==> src/slt_pkg.sv <==
// Shared types and codes for the shared/exclusive lock table.
package slt_pkg;

   // Request opcodes
   localparam logic [1:0] OP_TRY_LOCK      = 2'd0;
   localparam logic [1:0] OP_TRY_UNLOCK    = 2'd1;
   localparam logic [1:0] OP_LOCK_DONE     = 2'd2;
   localparam logic [1:0] OP_UNLOCK_DONE   = 2'd3;

   // Response codes
   localparam logic [1:0] RC_FAIL          = 2'd0;
   localparam logic [1:0] RC_RETRY         = 2'd1;
   localparam logic [1:0] RC_PASS          = 2'd2;
   localparam logic [1:0] RC_DONE          = 2'd3;

   // Entry pending status
   localparam logic [1:0] PEND_IDLE        = 2'd0;
   localparam logic [1:0] PEND_LOCKING     = 2'd1;
   localparam logic [1:0] PEND_UNLOCKING   = 2'd2;

   // Global result of a completion
   localparam logic [1:0] GR_FAILED        = 2'd0;
   localparam logic [1:0] GR_SUCCESS       = 2'd1;
   localparam logic [1:0] GR_QUEUED        = 2'd2;

   localparam logic [15:0] HOLDER_MAX      = 16'hFFFF;

   typedef struct packed {
      logic [15:0] holders;
      logic [15:0] owner;
      logic [1:0]  pending;
   } entry_type;

   typedef enum logic [2:0] {
      ST_CLEAR,
      ST_IDLE,
      ST_READ,
      ST_EXEC,
      ST_RESP
   } state_type;

   typedef struct packed {
      logic clear_wr;
      logic capture;
      logic mem_rd;
      logic exec;
   } ctl_cmd_type;

   typedef struct packed {
      logic clear_last;
   } ctl_sts_type;

endpackage

==> src/slt_controller.sv <==
// Lock table controller: clear sweep, read, update and response sequencing.
module slt_controller (
   input  logic                 clock,
   input  logic                 reset,
   input  logic                 req_valid,
   output logic                 req_stall,
   output logic                 rsp_valid,
   input  logic                 rsp_stall,
   output slt_pkg::ctl_cmd_type cmd,
   input  slt_pkg::ctl_sts_type sts
);

   slt_pkg::state_type state_ff, state_in;

   always_ff @(posedge clock) begin
      if (reset) begin
         state_ff <= slt_pkg::ST_CLEAR;
      end else begin
         state_ff <= state_in;
      end
   end

   always_comb begin
      state_in = state_ff;
      unique case (state_ff)
         slt_pkg::ST_CLEAR: begin
            if (sts.clear_last) begin
               state_in = slt_pkg::ST_IDLE;
            end
         end
         slt_pkg::ST_IDLE: begin
            if (req_valid) begin
               state_in = slt_pkg::ST_READ;
            end
         end
         slt_pkg::ST_READ: begin
            state_in = slt_pkg::ST_EXEC;
         end
         slt_pkg::ST_EXEC: begin
            state_in = slt_pkg::ST_RESP;
         end
         slt_pkg::ST_RESP: begin
            if (!rsp_stall) begin
               state_in = slt_pkg::ST_IDLE;
            end
         end
         default: begin
            state_in = slt_pkg::ST_CLEAR;
         end
      endcase
   end

   always_comb begin
      cmd       = '0;
      req_stall = 1'b1;
      rsp_valid = 1'b0;
      unique case (state_ff)
         slt_pkg::ST_CLEAR: begin
            cmd.clear_wr = 1'b1;
         end
         slt_pkg::ST_IDLE: begin
            req_stall   = 1'b0;
            cmd.capture = req_valid;
         end
         slt_pkg::ST_READ: begin
            cmd.mem_rd = 1'b1;
         end
         slt_pkg::ST_EXEC: begin
            cmd.exec = 1'b1;
         end
         slt_pkg::ST_RESP: begin
            rsp_valid = 1'b1;
         end
         default: begin
            cmd = '0;
         end
      endcase
   end

   a_no_accept_after_reset: assert property (@(posedge clock)
      $past(reset) |-> req_stall)
      else $error("request taken before table clear finished");

   a_capture_to_read: assert property (@(posedge clock) disable iff (reset)
      cmd.capture |=> cmd.mem_rd ##1 cmd.exec ##1 rsp_valid)
      else $error("request sequence broken");

   a_one_in_flight: assert property (@(posedge clock) disable iff (reset)
      rsp_valid |-> req_stall && !cmd.capture)
      else $error("new request taken while response outstanding");

endmodule
==> config.mk <==
export PLATFORM = sky130hd
export DESIGN_NAME = slt_controller
export DESIGN_NICKNAME = d
export VERILOG_FILES = /design/src/slt_pkg.sv /design/src/slt_controller.sv
export SDC_FILE = /design/constraint.sdc
export NUM_CORES = 1
export LEC_CHECK = 0
export BUFFER_PORTS_ARGS = -buffer_cell sky130_fd_sc_hd__buf_2
export CORE_AREA = 2 2 39 41
export CTS_BUF_LIST = sky130_fd_sc_hd__clkbuf_4 sky130_fd_sc_hd__clkbuf_8 sky130_fd_sc_hd__clkbuf_16
export CTS_CLUSTER_DIAMETER = 120
export DETAILED_ROUTE_END_ITERATION = 8
export DIE_AREA = 0 0 41 43
export PLACE_DENSITY = 0.47
export REMOVE_ABC_BUFFERS = 1
export SYNTH_ARGS = -nofsm -noshare
export SYNTH_HDL_FRONTEND = slang
export SYNTH_SLANG_ARGS = --single-unit
==> constraint.sdc <==
create_clock -name clock -period 1.6 [get_ports clock]
set_input_delay 0.24 -clock clock [delete_from_list [all_inputs] [get_ports clock]]
set_output_delay 0.24 -clock clock [all_outputs]
set_load 0.01 [all_outputs]
# Yosys cells after proc, flatten, opt, wreduce, memory -nomap -nowiden
# Index checks and enable logic that the tools add are counted.
[op_classes]
n_eq_ne = 7
n_reduce_logical = 2
muxes = 10
[op_table]
columns = ["cell", "count"]
rows = [
  ["one-hot mux 3 bit (5 select lines)", 1],
  ["two-way mux 3 bit", 3],
  ["equality test 3 x 2 -> 1 bit (second input constant)", 2],
  ["two-way mux 1 bit", 6],
  ["!= test 2 bit (second input constant)", 3],
  ["equality test 3 x 1 -> 1 bit (second input constant)", 1],
  ["equality test 3 bit (second input constant)", 1],
  ["zero test 3 bit", 1],
  ["AND reduction 3 bit", 1],
]
[word_totals]
input_bits = 5
elab_cells = 20
output_inout_bits = 6
reg_bits = 3

# Longest topological paths before layout
[logic_depth]
ltp_word = 3
mapped_depth = 4
depth_no_buf = 3

# Worst setup path before layout
# No wires, ideal clock.
[synth_path]
path_type = "reg2out"
from = "register state_ff[2]"
to = "output port cmd[2] in the netlist's numbering"
t_required_ps = 1360
path_slack_ps = 554
stages_incl_launch_ff = 4
n_path_buf = 1
t_arrival_ps = 806
cell_sequence = "dfxtp_1 -> buf_6 -> nor2_1 -> and3_1"
[synth_lines]
columns = ["element", "line", "text"]
rows = [
  ["start: declaration", "slt_controller.sv:13", "slt_pkg::state_type state_ff, state_in;"],
  ["start signal: assignment", "slt_controller.sv:17", "state_ff <= slt_pkg::ST_CLEAR;"],
  ["start signal: assignment", "slt_controller.sv:19", "state_ff <= state_in;"],
  ["end: declaration", "slt_controller.sv:9", "output slt_pkg::ctl_cmd_type cmd,"],
]

# Final worst setup path
[layout_path]
from = "register state_ff[0]"
to = "output port rsp_valid"
[layout_between]
elab_chain_len = 2
[layout_lines]
columns = ["element", "line", "text"]
rows = [
  ["equality test 3 bit", "slt_controller.sv:57", "unique case (state_ff)"],
  ["two-way mux 1 bit", "slt_controller.sv:57", ""],
  ["end: declaration", "slt_controller.sv:7", "output logic rsp_valid,"],
]
# Every way passes these cells.

==> impl_metrics.py <==
metrics = {
    "floorplan": {
        "dieArea_sq_um": 1760,
        "die-width_microns": 41,
        "rows": 14,
        "start_util_pct": 17.9,
        "io_pins": 11,
        "core_sq_um": 1380,
        "die_y_microns": 43,
    },
    "sta": {
        "hold_viol_final": 0,
        "tns_ns": 0,
        "setup_violations": 0,
        "clock_skew_ns": 0.00741,
        "rsz0062_at_grt": "false",
        "maxSlewViolCount": 0,
        "relSlewSlack_pct": 73.2,
        "min_period_ns": 1.44,
        "post-route-period-util_pct": 90.1,
        "worstMarginPinSlew_ns": 0.401,
        "max_freq_ghz": 0.694,
    },
    "power": {
        "switchingPower_uw": 112,
        "p_leak_nw": 0.139,
        "pwr-share-comb_pct": 24.5,
        "p_int_uw": 244,
        "power.clock.fraction_pct": 44.2,
        "power_switching_share_pct": 31.4,
        "power.density_nw_per_um2": 1140,
        "max-vdd-ir-drop_mv": 0.266,
        "pwr-share-seq_pct": 31.3,
    },
    "worst_setup_path": {
        "crit_arrival_ns": 1.20,
        "path_max_fanout": 12,
        "cp-start-kind": "flop",
        "worstSetupPathType": "reg2out",
        "worst-r2r-setup-slack_ns": 0.38,
        "worstSetupEndpointType": "output port",
        "required_ns": 1.36,
    },
    "routing": {
        "drc": 0,
        "drt_iter0_markers": 2,
        "ant_nets": 0,
        "viasPerCell": 4.18,
        "wl_per_cell_microns": 9.85,
        "vias": 230,
        "first_pass_iters": 2,
        "wl_microns": 542,
    },
    "global_routing": {
        "grt_pass1_vias": 226,
        "grt-ovfl-total": 0,
        "antenna_found_initial": 0,
        "grt_max_degree": 13,
        "grt_util_all_layers_pct": 8.63,
        "grt_pass1_wl_microns": 979,
    },
    "cells_and_area": {
        "largest_reg_flops": 3,
        "syn2layout_area_growth_pct": 25.8,
        "largestRegisters": "state_ff: 3 flops",
        "largest-register": "state_ff",
        "antennaDiodeCount": 0,
        "layout.nets": 45,
        "instances_no_fill": 55,
        "drive_above_1_share_pct": 43.6,
    },
    "logic_synthesis": {
        "synth_flop_cell": "dfxtp_1",
        "yosysTopAreaCellShare_pct": 24.2,
        "syn_area_sq_um": 248,
        "yosys.area.top_type": "dfxtp_1",
        "netlist_top_cells_area": "dfxtp_1 24%, buf_6 9.1%, nor3b_1 9.1%",
        "synthesis.instances": 29,
        "synth_warnings": 0,
        "yosys_register_bits": 3,
        "synth.avg_cell_area_sq_um": 8.54,
        "synthArstFlopShare_pct": 0,
        "synth.distinct_cells": 19,
        "ys_top_cells_by_count": "3 x dfxtp_1, 3 x nor2_1, 3 x nor3b_1",
        "yosysSeqAreaShare_pct": 24.2,
        "synth_edf_count": 0,
    },
    "cts": {
        "clock_path_buffers": 2,
        "htree_levels": 1,
        "cts_tree": "done",
        "clkTransAtPathRegs_ns": 0.04,
        "cts_buffers": 3,
        "clock_latency_ns": 0.24,
        "clock_sinks": 3,
        "cts-root-buf": "clkbuf_4",
        "postCtsSetupBuffers": 0,
        "ctsHoldBuffers": 0,
    },
    "place": {
        "dp_hpwl_microns": 389,
        "gp_congestion": 0.723,
        "portBuffers": 10,
        "dp_cells": 51,
    },
    "status": {
        "outcome": "finished clean",
    },
    "min_path": {
        "hp-class": "in2reg",
    },
    "run": {
        "drv_cap": 0,
    },
}
kinds of logic (layout without fill, tap and decap cells):
group / after synthesis / in the layout / synth area share (%)
buf+inv: 4 / 14 / 15.1
compound gates: 4 / 4 / 10.1
flops: 3 / 3 / 24.2
mux: 2 / 2 / 8.08
simple gates: 16 / 16 / 42.4
routing by layer:
layer | up-vias | global-route usage [%] | part of all wire, %
met4 | 0 | 10.0 | 2.6
met3 | 2 | 1.57 | 3.1
met2 | 7 | 10.9 | 47
met1 | 99 | 10.6 | 47
met5 | - | 0 | 0
li1 | 122 | - | -
critical path, cell delays in order, from the launching register on:
cell and delay, ns:
dfxtp_1 0.56, nand2b_4 0.22, nor2_1 0.04, buf_2 0.14
worst paths after layout:
| check | startpoint | endpoint | cells past startpoint |
|---|---|---|---|
| worst max-delay path | state_ff[0] | rsp_valid | 3 |
| worst min-delay path | reset | state_ff[0] | 2 |
| worst max register to register | state_ff[0] | state_ff[2] | 3 |
| worst min register to register | state_ff[2] | state_ff[1] | 1 |
what timing repair did:
action / 4_1_cts / 5_1_grt
endpoints found under the setup margin: 0 / 1
gates resized for setup: 0 / 1
hold endpoints to repair: 0 / 0
area by class of cell:
| cell class | count | area, sq um |
|---|---|---|
| fill | 164 | 1070 |
| multi-input combinational | 22 | 150 |
| sequential | 3 | 61.3 |
| timing repair buffer | 10 | 50.0 |
| clock buffer | 4 | 30.0 |
| tap | 16 | 20.0 |
placed cells by master (no fill, tap or decap):
cell type  synthesis  routed
buf_2              0      10
clkbuf_4           0       4
nor3b_1            3       3
nor2_1             3       3
nor3_1             2       2
mux2i_1            2       2
dfxtp_1            3       2
and3b_2            1       1
nand2b_4           1       1
nand2_1            1       1
and3_1             1       1
and2b_1            1       1
nor4_1             1       1
a21oi_1            1       1
o31a_1             1       1
o21ai_0            1       1
nand3b_1           1       1
or3_1              1       1
a31oi_1            1       1
dfxtp_2            0       1
power groups by stage:
stage               combinational (mW)  sequential, mW  clock (mW)
global route                    0.0991           0.116       0.174
detailed placement              0.0889           0.112           0
global placement                0.0873           0.112           0
floorplan                       0.0600           0.105           0
finish                          0.0874           0.111       0.157
CTS                             0.0892           0.111       0.164
stage by stage:
step / instance area [sq um] / util, % / power (mW) / setup WS [ns] / hold WS [ns]
detailed placement: 280 / 20.3 / 0.201 / 0.370 / 0.448
floorplan: 210 / - / 0.165 / 0.509 / 0.309
global route: 312 / 22.5 / 0.389 / 0.0410 / 0.193
global placement: 280 / 20.3 / 0.200 / 0.382 / 0.448
finish: 312 / 22.5 / 0.356 / 0.159 / 0.196
CTS: 310 / 22.4 / 0.364 / 0.117 / 0.189
(Power assumes the default switching activity.)
